===== config.mk =====
export PLATFORM = sky130hd
export DESIGN_NAME = ipv4_receive_filter
export DESIGN_NICKNAME = d
export VERILOG_FILES = /design/src/design/ipv4rf_pkg.sv /design/src/design/ipv4rf_front.sv /design/src/design/ipv4rf_queue.sv /design/src/design/ipv4rf_back.sv /design/src/design/ipv4_receive_filter.sv
export SDC_FILE = /design/constraint.sdc
export NUM_CORES = 1
export LEC_CHECK = 0
export BUFFER_PORTS_ARGS = -buffer_cell sky130_fd_sc_hd__buf_2
export CAP_MARGIN = 20
export CORE_UTILIZATION = 59
export CTS_CLUSTER_DIAMETER = 200
export CTS_CLUSTER_SIZE = 30
export DETAILED_ROUTE_END_ITERATION = 6
export PLACE_DENSITY = 0.84
export SYNTH_ARGS = -nofsm -noshare
export SYNTH_HDL_FRONTEND = slang
export SYNTH_HIERARCHICAL = 1
export SYNTH_SLANG_ARGS = --single-unit

===== constraint.sdc =====
create_clock -name aclk -period 13.5 [get_ports aclk]
set_input_delay 0 -clock aclk [delete_from_list [all_inputs] [get_ports aclk]]
set_output_delay 0 -clock aclk [all_outputs]
set_load 0.01 [all_outputs]

===== src/design/ipv4rf_pkg.sv =====
package ipv4rf_pkg;

    // Frame layout
    localparam logic [15:0] ETH_HDR_BYTES   = 16'd14;
    localparam logic [15:0] MIN_FRAME_BYTES = 16'd34;
    localparam logic [15:0] ETHERTYPE_IPV4  = 16'h0800;
    localparam logic [15:0] COUNT_MAX       = 16'hFFFF;
    localparam logic [31:0] BCAST_ADDR      = 32'hFFFF_FFFF;
    localparam logic [13:0] FRAG_NONE       = 14'd0;
    localparam logic [3:0]  IP_VERSION_4    = 4'd4;
    localparam logic [3:0]  IHL_MIN         = 4'd5;
    localparam logic [7:0]  TTL_MIN         = 8'd1;

    // IPv4 header byte offsets, and frame positions of the EtherType bytes
    localparam logic [15:0] OFF_VER_IHL  = 16'd0;
    localparam logic [15:0] OFF_TLEN_HI  = 16'd2;
    localparam logic [15:0] OFF_TLEN_LO  = 16'd3;
    localparam logic [15:0] OFF_FLAG_HI  = 16'd6;
    localparam logic [15:0] OFF_FLAG_LO  = 16'd7;
    localparam logic [15:0] OFF_TTL      = 16'd8;
    localparam logic [15:0] OFF_PROTO    = 16'd9;
    localparam logic [15:0] OFF_CSUM_HI  = 16'd10;
    localparam logic [15:0] OFF_CSUM_LO  = 16'd11;
    localparam logic [15:0] OFF_SRC      = 16'd12;
    localparam logic [15:0] OFF_DST      = 16'd16;
    localparam logic [15:0] OFF_HDR_END  = 16'd20;
    localparam logic [15:0] POS_ETYPE_HI = 16'd12;
    localparam logic [15:0] POS_ETYPE_LO = 16'd13;

    // Verdict codes
    localparam logic [3:0] VERDICT_ACCEPT    = 4'd0;
    localparam logic [3:0] VERDICT_SHORT_ETH = 4'd1;
    localparam logic [3:0] VERDICT_ETHERTYPE = 4'd2;
    localparam logic [3:0] VERDICT_SHORT_IP  = 4'd3;
    localparam logic [3:0] VERDICT_VERSION   = 4'd4;
    localparam logic [3:0] VERDICT_IHL       = 4'd5;
    localparam logic [3:0] VERDICT_LENGTH    = 4'd6;
    localparam logic [3:0] VERDICT_CHECKSUM  = 4'd7;
    localparam logic [3:0] VERDICT_TTL       = 4'd8;
    localparam logic [3:0] VERDICT_ADDRESS   = 4'd9;
    localparam logic [3:0] VERDICT_FRAGMENT  = 4'd10;

    typedef struct packed {
        logic [7:0] frame_byte;
        logic       last_byte;
    } in_item_t;

    typedef struct packed {
        logic [3:0]  verdict;
        logic [7:0]  protocol;
        logic [5:0]  header_length;
        logic [15:0] payload_length;
        logic [31:0] source_address;
        logic [31:0] destination_address;
    } out_item_t;

    // Everything captured from one frame, handed from front to back
    typedef struct packed {
        logic [15:0] frame_length;
        logic [15:0] ether_type;
        logic [7:0]  version_ihl;
        logic [15:0] total_length;
        logic [15:0] flags_offset;
        logic [7:0]  time_to_live;
        logic [7:0]  protocol;
        logic [15:0] received_checksum;
        logic [15:0] checksum_sum;
        logic [31:0] source;
        logic [31:0] destination;
    } frame_sum_t;

endpackage


===== src/design/ipv4rf_front.sv =====
module ipv4rf_front (
    input  logic                    aclk,
    input  logic                    aresetn,
    input  logic                    s_valid,
    output logic                    s_ready,
    input  ipv4rf_pkg::in_item_t    s_item,
    output logic                    push_valid,
    input  logic                    push_ready,
    output ipv4rf_pkg::frame_sum_t  push_data
);

    logic [15:0] byte_count_reg, byte_count_next;
    logic [15:0] ether_type_reg, ether_type_next;
    logic [7:0]  version_ihl_reg, version_ihl_next;
    logic [15:0] total_length_reg, total_length_next;
    logic [15:0] flags_offset_reg, flags_offset_next;
    logic [7:0]  ttl_reg, ttl_next;
    logic [7:0]  protocol_reg, protocol_next;
    logic [15:0] rx_csum_reg, rx_csum_next;
    logic [15:0] csum_sum_reg, csum_sum_next;
    logic [7:0]  high_hold_reg, high_hold_next;
    logic [31:0] source_reg, source_next;
    logic [31:0] dest_reg, dest_next;

    logic [7:0]  b;
    logic [7:0]  csum_byte;
    logic [15:0] pos;
    logic [15:0] off;
    logic        take;
    logic        in_ip;
    logic        in_hdr;
    logic [5:0]  hdr_len;
    logic [16:0] csum_wide;
    logic        accept;

    assign s_ready    = push_ready;
    assign accept     = s_valid && s_ready;
    assign push_valid = s_valid && s_item.last_byte;

    // Capture fields and fold header words into the running sum
    always_comb begin
        b                 = s_item.frame_byte;
        pos               = byte_count_reg;
        off               = pos - ipv4rf_pkg::ETH_HDR_BYTES;
        take              = (pos != ipv4rf_pkg::COUNT_MAX);
        in_ip             = (pos >= ipv4rf_pkg::ETH_HDR_BYTES);

        byte_count_next   = take ? pos + 16'd1 : pos;
        ether_type_next   = ether_type_reg;
        version_ihl_next  = version_ihl_reg;
        total_length_next = total_length_reg;
        flags_offset_next = flags_offset_reg;
        ttl_next          = ttl_reg;
        protocol_next     = protocol_reg;
        rx_csum_next      = rx_csum_reg;
        csum_sum_next     = csum_sum_reg;
        high_hold_next    = high_hold_reg;
        source_next       = source_reg;
        dest_next         = dest_reg;

        if (take && pos == ipv4rf_pkg::POS_ETYPE_HI) begin
            ether_type_next = {b, 8'h00};
        end
        if (take && pos == ipv4rf_pkg::POS_ETYPE_LO) begin
            ether_type_next = {ether_type_reg[15:8], b};
        end

        if (take && in_ip) begin
            if (off == ipv4rf_pkg::OFF_VER_IHL) begin
                version_ihl_next = b;
            end
            if (off == ipv4rf_pkg::OFF_TLEN_HI) begin
                total_length_next = {b, 8'h00};
            end
            if (off == ipv4rf_pkg::OFF_TLEN_LO) begin
                total_length_next = {total_length_reg[15:8], b};
            end
            if (off == ipv4rf_pkg::OFF_FLAG_HI) begin
                flags_offset_next = {b, 8'h00};
            end
            if (off == ipv4rf_pkg::OFF_FLAG_LO) begin
                flags_offset_next = {flags_offset_reg[15:8], b};
            end
            if (off == ipv4rf_pkg::OFF_TTL) begin
                ttl_next = b;
            end
            if (off == ipv4rf_pkg::OFF_PROTO) begin
                protocol_next = b;
            end
            if (off == ipv4rf_pkg::OFF_CSUM_HI) begin
                rx_csum_next = {b, 8'h00};
            end
            if (off == ipv4rf_pkg::OFF_CSUM_LO) begin
                rx_csum_next = {rx_csum_reg[15:8], b};
            end
            if (off >= ipv4rf_pkg::OFF_SRC && off < ipv4rf_pkg::OFF_DST) begin
                source_next = {source_reg[23:0], b};
            end
            if (off >= ipv4rf_pkg::OFF_DST && off < ipv4rf_pkg::OFF_HDR_END) begin
                dest_next = {dest_reg[23:0], b};
            end
        end

        // Header length follows the version/IHL byte of this very step
        hdr_len   = {version_ihl_next[3:0], 2'b00};
        in_hdr    = take && in_ip && (off < {10'd0, hdr_len});
        csum_byte = (off == ipv4rf_pkg::OFF_CSUM_HI || off == ipv4rf_pkg::OFF_CSUM_LO)
                    ? 8'h00 : b;
        csum_wide = {1'b0, csum_sum_reg} + {1'b0, high_hold_reg, csum_byte};
        if (in_hdr) begin
            if (!off[0]) begin
                high_hold_next = csum_byte;
            end else begin
                csum_sum_next = csum_wide[15:0] + {15'd0, csum_wide[16]};
            end
        end
    end

    // Hand the finished frame to the queue
    always_comb begin
        push_data.frame_length      = byte_count_next;
        push_data.ether_type        = ether_type_next;
        push_data.version_ihl       = version_ihl_next;
        push_data.total_length      = total_length_next;
        push_data.flags_offset      = flags_offset_next;
        push_data.time_to_live      = ttl_next;
        push_data.protocol          = protocol_next;
        push_data.received_checksum = rx_csum_next;
        push_data.checksum_sum      = csum_sum_next;
        push_data.source            = source_next;
        push_data.destination       = dest_next;
    end

    // Advance per accepted item; clear on reset and after the last byte of a frame
    always_ff @(posedge aclk) begin
        if (!aresetn || (accept && s_item.last_byte)) begin
            byte_count_reg   <= '0;
            ether_type_reg   <= '0;
            version_ihl_reg  <= '0;
            total_length_reg <= '0;
            flags_offset_reg <= '0;
            ttl_reg          <= '0;
            protocol_reg     <= '0;
            rx_csum_reg      <= '0;
            csum_sum_reg     <= '0;
            high_hold_reg    <= '0;
            source_reg       <= '0;
            dest_reg         <= '0;
        end else if (accept) begin
            byte_count_reg   <= byte_count_next;
            ether_type_reg   <= ether_type_next;
            version_ihl_reg  <= version_ihl_next;
            total_length_reg <= total_length_next;
            flags_offset_reg <= flags_offset_next;
            ttl_reg          <= ttl_next;
            protocol_reg     <= protocol_next;
            rx_csum_reg      <= rx_csum_next;
            csum_sum_reg     <= csum_sum_next;
            high_hold_reg    <= high_hold_next;
            source_reg       <= source_next;
            dest_reg         <= dest_next;
        end
    end

endmodule


===== src/design/ipv4rf_queue.sv =====
module ipv4rf_queue #(
    parameter int DEPTH = 2
) (
    input  logic                    aclk,
    input  logic                    aresetn,
    input  logic                    wr_valid,
    output logic                    wr_ready,
    input  ipv4rf_pkg::frame_sum_t  wr_data,
    output logic                    rd_valid,
    input  logic                    rd_ready,
    output ipv4rf_pkg::frame_sum_t  rd_data
);

    localparam int PTR_W = (DEPTH > 1) ? $clog2(DEPTH) : 1;
    localparam int CNT_W = $clog2(DEPTH + 1);

    ipv4rf_pkg::frame_sum_t entry_reg [DEPTH];

    logic [PTR_W-1:0] wr_ptr_reg, wr_ptr_next;
    logic [PTR_W-1:0] rd_ptr_reg, rd_ptr_next;
    logic [CNT_W-1:0] count_reg, count_next;
    logic             do_wr;
    logic             do_rd;

    assign wr_ready = (count_reg != CNT_W'(DEPTH));
    assign rd_valid = (count_reg != '0);
    assign rd_data  = entry_reg[rd_ptr_reg];
    assign do_wr    = wr_valid && wr_ready;
    assign do_rd    = rd_valid && rd_ready;

    // Wrap pointers and track the fill level
    always_comb begin
        wr_ptr_next = wr_ptr_reg;
        rd_ptr_next = rd_ptr_reg;
        count_next  = count_reg;
        if (do_wr) begin
            wr_ptr_next = (wr_ptr_reg == PTR_W'(DEPTH - 1)) ? '0 : wr_ptr_reg + 1'b1;
        end
        if (do_rd) begin
            rd_ptr_next = (rd_ptr_reg == PTR_W'(DEPTH - 1)) ? '0 : rd_ptr_reg + 1'b1;
        end
        if (do_wr && !do_rd) begin
            count_next = count_reg + 1'b1;
        end else if (do_rd && !do_wr) begin
            count_next = count_reg - 1'b1;
        end
    end

    always_ff @(posedge aclk) begin
        if (!aresetn) begin
            wr_ptr_reg <= '0;
            rd_ptr_reg <= '0;
            count_reg  <= '0;
        end else begin
            wr_ptr_reg <= wr_ptr_next;
            rd_ptr_reg <= rd_ptr_next;
            count_reg  <= count_next;
        end
    end

    // Store the frame summary
    always_ff @(posedge aclk) begin
        if (do_wr) begin
            entry_reg[wr_ptr_reg] <= wr_data;
        end
    end

endmodule


===== src/design/ipv4rf_back.sv =====
module ipv4rf_back (
    input  logic                    aclk,
    input  logic                    aresetn,
    input  logic                    cfg_we,
    input  logic [31:0]             cfg_wdata,
    input  logic                    pop_valid,
    output logic                    pop_ready,
    input  ipv4rf_pkg::frame_sum_t  pop_data,
    output logic                    m_valid,
    input  logic                    m_ready,
    output ipv4rf_pkg::out_item_t   m_item
);

    logic [31:0]           local_addr_reg;
    logic                  out_valid_reg;
    ipv4rf_pkg::out_item_t out_item_reg;
    ipv4rf_pkg::out_item_t out_item_next;

    logic [15:0] ip_len;
    logic [15:0] hdr_len16;
    logic [5:0]  hdr_len;

    assign pop_ready = !out_valid_reg || m_ready;
    assign m_valid   = out_valid_reg;
    assign m_item    = out_item_reg;

    // Run the checks in order; the first failure wins
    always_comb begin
        hdr_len   = {pop_data.version_ihl[3:0], 2'b00};
        hdr_len16 = {10'd0, hdr_len};
        ip_len    = pop_data.frame_length - ipv4rf_pkg::ETH_HDR_BYTES;

        out_item_next.protocol            = pop_data.protocol;
        out_item_next.header_length       = hdr_len;
        out_item_next.source_address      = pop_data.source;
        out_item_next.destination_address = pop_data.destination;
        out_item_next.payload_length      = '0;

        if (pop_data.frame_length < ipv4rf_pkg::ETH_HDR_BYTES) begin
            out_item_next.verdict = ipv4rf_pkg::VERDICT_SHORT_ETH;
        end else if (pop_data.ether_type != ipv4rf_pkg::ETHERTYPE_IPV4) begin
            out_item_next.verdict = ipv4rf_pkg::VERDICT_ETHERTYPE;
        end else if (pop_data.frame_length < ipv4rf_pkg::MIN_FRAME_BYTES) begin
            out_item_next.verdict = ipv4rf_pkg::VERDICT_SHORT_IP;
        end else if (pop_data.version_ihl[7:4] != ipv4rf_pkg::IP_VERSION_4) begin
            out_item_next.verdict = ipv4rf_pkg::VERDICT_VERSION;
        end else if (pop_data.version_ihl[3:0] < ipv4rf_pkg::IHL_MIN
                     || hdr_len16 > ip_len) begin
            out_item_next.verdict = ipv4rf_pkg::VERDICT_IHL;
        end else if (pop_data.total_length > ip_len
                     || pop_data.total_length < hdr_len16) begin
            out_item_next.verdict = ipv4rf_pkg::VERDICT_LENGTH;
        end else if (~pop_data.checksum_sum != pop_data.received_checksum) begin
            out_item_next.verdict = ipv4rf_pkg::VERDICT_CHECKSUM;
        end else if (pop_data.time_to_live <= ipv4rf_pkg::TTL_MIN) begin
            out_item_next.verdict = ipv4rf_pkg::VERDICT_TTL;
        end else if (pop_data.destination != local_addr_reg
                     && pop_data.destination != ipv4rf_pkg::BCAST_ADDR) begin
            out_item_next.verdict = ipv4rf_pkg::VERDICT_ADDRESS;
        end else if (pop_data.flags_offset[13:0] != ipv4rf_pkg::FRAG_NONE) begin
            out_item_next.verdict = ipv4rf_pkg::VERDICT_FRAGMENT;
        end else begin
            out_item_next.verdict        = ipv4rf_pkg::VERDICT_ACCEPT;
            out_item_next.payload_length = pop_data.total_length - hdr_len16;
        end
    end

    // Hold the local address
    always_ff @(posedge aclk) begin
        if (!aresetn) begin
            local_addr_reg <= '0;
        end else if (cfg_we) begin
            local_addr_reg <= cfg_wdata;
        end
    end

    // Output register: load on pop, drop valid once taken
    always_ff @(posedge aclk) begin
        if (!aresetn) begin
            out_valid_reg <= 1'b0;
        end else if (pop_ready) begin
            out_valid_reg <= pop_valid;
        end
    end

    always_ff @(posedge aclk) begin
        if (pop_ready && pop_valid) begin
            out_item_reg <= out_item_next;
        end
    end

endmodule


===== src/design/ipv4_receive_filter.sv =====
// IPv4 receive filter.
// Input channel (s_valid/s_ready/s_item): one Ethernet frame byte per item,
// wire order, with last_byte set on the final byte of each frame.
// Result channel (m_valid/m_ready/m_item): one verdict item per frame, with
// protocol, header length, payload length and both addresses.
// Configuration: cfg_we writes cfg_wdata into the local address at once;
// write it only while no frame is in flight.
// Throughput: one byte per clock while s_ready is high, frames back to back with no gap. The
// front end captures fields and adds header words as bytes stream in.
// Result path: the last byte's frame summary is written into the frame queue and
// then loaded into the checker's output register, where the result appears.
// Stall: while m_ready is low the output register holds its item; the
// queue absorbs up to QUEUE_DEPTH further frame summaries, after which
// s_ready falls until the receiver takes an item.
// Reset (aresetn low at a clock edge) clears the byte count, captured
// fields, queue and output valid, and sets the local address to zero.
module ipv4_receive_filter #(
    parameter int QUEUE_DEPTH = 2
) (
    input  logic                   aclk,
    input  logic                   aresetn,
    input  logic                   cfg_we,
    input  logic [31:0]            cfg_wdata,
    input  logic                   s_valid,
    output logic                   s_ready,
    input  ipv4rf_pkg::in_item_t   s_item,
    output logic                   m_valid,
    input  logic                   m_ready,
    output ipv4rf_pkg::out_item_t  m_item
);

    logic                   push_valid;
    logic                   push_ready;
    ipv4rf_pkg::frame_sum_t push_data;
    logic                   pop_valid;
    logic                   pop_ready;
    ipv4rf_pkg::frame_sum_t pop_data;

    ipv4rf_front u_front (
        .aclk       (aclk),
        .aresetn    (aresetn),
        .s_valid    (s_valid),
        .s_ready    (s_ready),
        .s_item     (s_item),
        .push_valid (push_valid),
        .push_ready (push_ready),
        .push_data  (push_data)
    );

    ipv4rf_queue #(
        .DEPTH (QUEUE_DEPTH)
    ) u_queue (
        .aclk     (aclk),
        .aresetn  (aresetn),
        .wr_valid (push_valid),
        .wr_ready (push_ready),
        .wr_data  (push_data),
        .rd_valid (pop_valid),
        .rd_ready (pop_ready),
        .rd_data  (pop_data)
    );

    ipv4rf_back u_back (
        .aclk      (aclk),
        .aresetn   (aresetn),
        .cfg_we    (cfg_we),
        .cfg_wdata (cfg_wdata),
        .pop_valid (pop_valid),
        .pop_ready (pop_ready),
        .pop_data  (pop_data),
        .m_valid   (m_valid),
        .m_ready   (m_ready),
        .m_item    (m_item)
    );

    // No result straight out of reset
    assert property (@(posedge aclk) !aresetn |=> !m_valid)
        else $error("result valid after reset");

    // Payload length is reported only for accepted frames
    assert property (@(posedge aclk) disable iff (!aresetn)
        m_valid && m_item.verdict != ipv4rf_pkg::VERDICT_ACCEPT
            |-> m_item.payload_length == 16'd0)
        else $error("payload length on a rejected frame");

    // An accepted frame has a full header whose length is a multiple of four bytes
    assert property (@(posedge aclk) disable iff (!aresetn)
        m_valid && m_item.verdict == ipv4rf_pkg::VERDICT_ACCEPT
            |-> m_item.header_length >= 6'd20
                && m_item.header_length[1:0] == 2'b00)
        else $error("accepted frame with a short header");

    // A frame summary cannot be queued while the front end is stalled
    assert property (@(posedge aclk) disable iff (!aresetn)
        !s_ready |-> !(push_valid && push_ready))
        else $error("frame queued while input stalled");

endmodule

==> flow_summary.json <==
{
  "run_status": "completed",
  "n_antenna_cell": 0,
  "clock-sinks": 685,
  "holdPathStages": 4,
  "critical_path_buf_inv_count": 1,
  "fmax_mhz": 129,
  "num-fill-cells": 3574,
  "max_cap_viol_count": 0,
  "largest_reg_flops": 362,
  "period_minus_slack_ps": 7740,
  "area_growth_pct": 8.73,
  "post_cts_buffers": 0,
  "worst_ep_arrival_time_ps": 8110,
  "setup_tns_ps": 0,
  "regArea_sq_um": 18300,
  "antenna_left": 0,
  "dp_cells": 3116,
  "grt_busiest_layer": "met2",
  "hp-start": "s_item[2]",
  "drc": 0,
  "syn_area_per_cell_sq_um": 12.5,
  "ctsResizeCount": 0,
  "hpwl_um": 43700,
  "dpl_cell_area_sq_um": 31500,
  "final-max-slew-violation-count": 0,
  "path_max_fanout": 16,
  "wl_um": 69900,
  "clk_pin_slew_ps": 110,
  "met3_usage_pct": 3.02,
  "finish.utilization_pct": 65.4,
  "setup_viol": 0,
  "cts-buffers-inserted": 26,
  "syn_inst": 2421,
  "via_per_inst": 6.10,
  "vias": 19800,
  "synth_warnings": 6,
  "io_buffers": 143,
  "grt_pass1_vias": 19400,
  "cp-end-kind": "register",
  "crit_family": "simple AND/OR/NAND/NOR gates",
  "use_met1_pct": 34.7,
  "worstSetupPathType": "reg -> reg",
  "r2r_setup_slack_ps": 5760,
  "worst_slew_margin_rel_pct": 22.6,
  "coreArea_sq_um": 50500,
  "holdPathEnd": "u_front/source_reg[1]",
  "multi_input_area_sq_um": 11300,
  "hold_violations": 0,
  "grt_start_max_net_pins": 149,
  "met2_usage_pct": 44.7,
  "design_area_sq_um": 33000,
  "timing.rr.end": "u_queue/entry_reg[0][79]",
  "power_density_nw_per_um2": 138,
  "tightest_slew_ps": 1150,
  "die_y_um": 229,
  "cp.required_ps": 13870,
  "instances_no_fill": 3243,
  "finClkSkew_ps": 30.7,
  "clockBufferDepth": 3,
  "gp_congestion": 0.885,
  "grt-ovfl-total": 0,
  "power_mw": 4.57,
  "initial_core_util_pct": 60.2,
  "cts_root_buf": "clkbuf_16",
  "slowest_stage": "or4_1",
  "row_count": 82,
  "die_w_um": 229,
  "grt_pass1_wl_um": 109000,
  "io_pins": 146,
  "syn_area_sq_um": 30400,
  "wl_per_cell_um": 21.6,
  "track_usage_pct": 26.2,
  "fin_crit_sh_pct": 57.3,
  "rr_startpoint": "u_front/byte_count_reg[4]",
  "cp_common_cell": "o21ai_0",
  "hold_class": "in -> reg",
  "die-area_sq_um": 52400,
  "finalNetCount": 2651,
  "drt-initial-drc-count": 2092,
  "rsz0062_at_grt": "no",
  "start_kind": "register",
  "antenna_found_initial": 0,
  "cts_tree": "built",
  "insertion_delay_ps": 620,
  "leakage_nw": 11.9,
  "first_pass_iters": 7,
  "ir_drop_uv": 132,
  "r2r_cells": 26,
  "ctsHtreeMaxLevel": 1,
  "max_stage_delay_ps": 690,
  "drive_above_1_share_pct": 20.5
}
[worst reg2reg max path, cell delays in order, from the launching register on]
cell and delay [ps]:
dfxtp_1 450, or4_1 690, or4_4 550, a211oi_2 200, o22ai_1 200, nor4_1 670
o21ai_0 230, buf_4 250, and2_1 190, ha_1 220, fa_1 410, a21o_1 210
a221o_1 370, a2111oi_0 480, o21ai_0 290, a21oi_1 290, nor2b_1 70, o21ai_0 170
nand2b_1 90, ha_1 220, and3_1 190, nand3_1 240, nor2_1 70, nand3_1 130
a2111oi_0 110, xnor2_1 180, mux2_2 310
[cells in the final DEF (no fill, tap or decap), drive strengths merged, types with 72 or more instances in the layout]
| cell type | count |
|---|---|
| edfxtp | 458 |
| nor2 | 151 |
| xor2 | 72 |
| mux2i | 72 |
| a21oi | 148 |
| dfxtp | 227 |
| nand2 | 260 |
| dlygate4sd3 | 77 |
| mux2 | 294 |
| buf | 161 |
[power breakdown]
| group | switching (mW) | internal (mW) |
|---|---|---|
| combinational | 0.622 | 0.396 |
| sequential | 0.0807 | 2.49 |
| clock | 0.606 | 0.374 |
| total | 1.31 | 3.26 |
[layer usage]
| metal | wire [um] | share of wire [%] |
|---|---|---|
| met3 | 4470 | 6.4 |
| met5 | 0 | 0 |
| met1 | 28400 | 41 |
| met2 | 34600 | 49 |
| met4 | 2520 | 3.6 |
[stage by stage]
stage	worst slack, ps	hold WS (ps)
3_3_place_gp	6140	260
5_1_grt	5110	441
2_1_floorplan	6780	122
6_report	5760	441
3_5_place_dp	5940	272
4_1_cts	5870	420
[final cells by class]
type                       count  share of cell area [%]
tap                          672                    2.55
clock buffer                  46                    2.20
inverter                      36                   0.424
clock inverter                 2                  0.0682
multi-input combinational   1564                    34.3
sequential                   685                    55.4
timing repair buffer         238                    5.07
[worst max path at each step]
stage          cells after the start                       end  slack (ps)                      start
6_report                          26  u_queue/entry_reg[0][79]        5760  u_front/byte_count_reg[4]
5_1_grt                           26  u_queue/entry_reg[0][79]        5110  u_front/byte_count_reg[4]
4_1_cts                           26  u_queue/entry_reg[0][79]        5870  u_front/byte_count_reg[4]
3_5_place_dp                      26  u_queue/entry_reg[0][79]        5940  u_front/byte_count_reg[4]
3_3_place_gp                      26  u_queue/entry_reg[0][79]        6140  u_front/byte_count_reg[4]
2_1_floorplan                     28  u_queue/entry_reg[0][79]        6780  u_front/byte_count_reg[6]
[repair_timing]
action,4_1_cts,5_1_grt
setup endpoints to repair,0,0
hold endpoints to repair,63,0
hold buffers,77,0
Power figures use the tool's default switching activity.
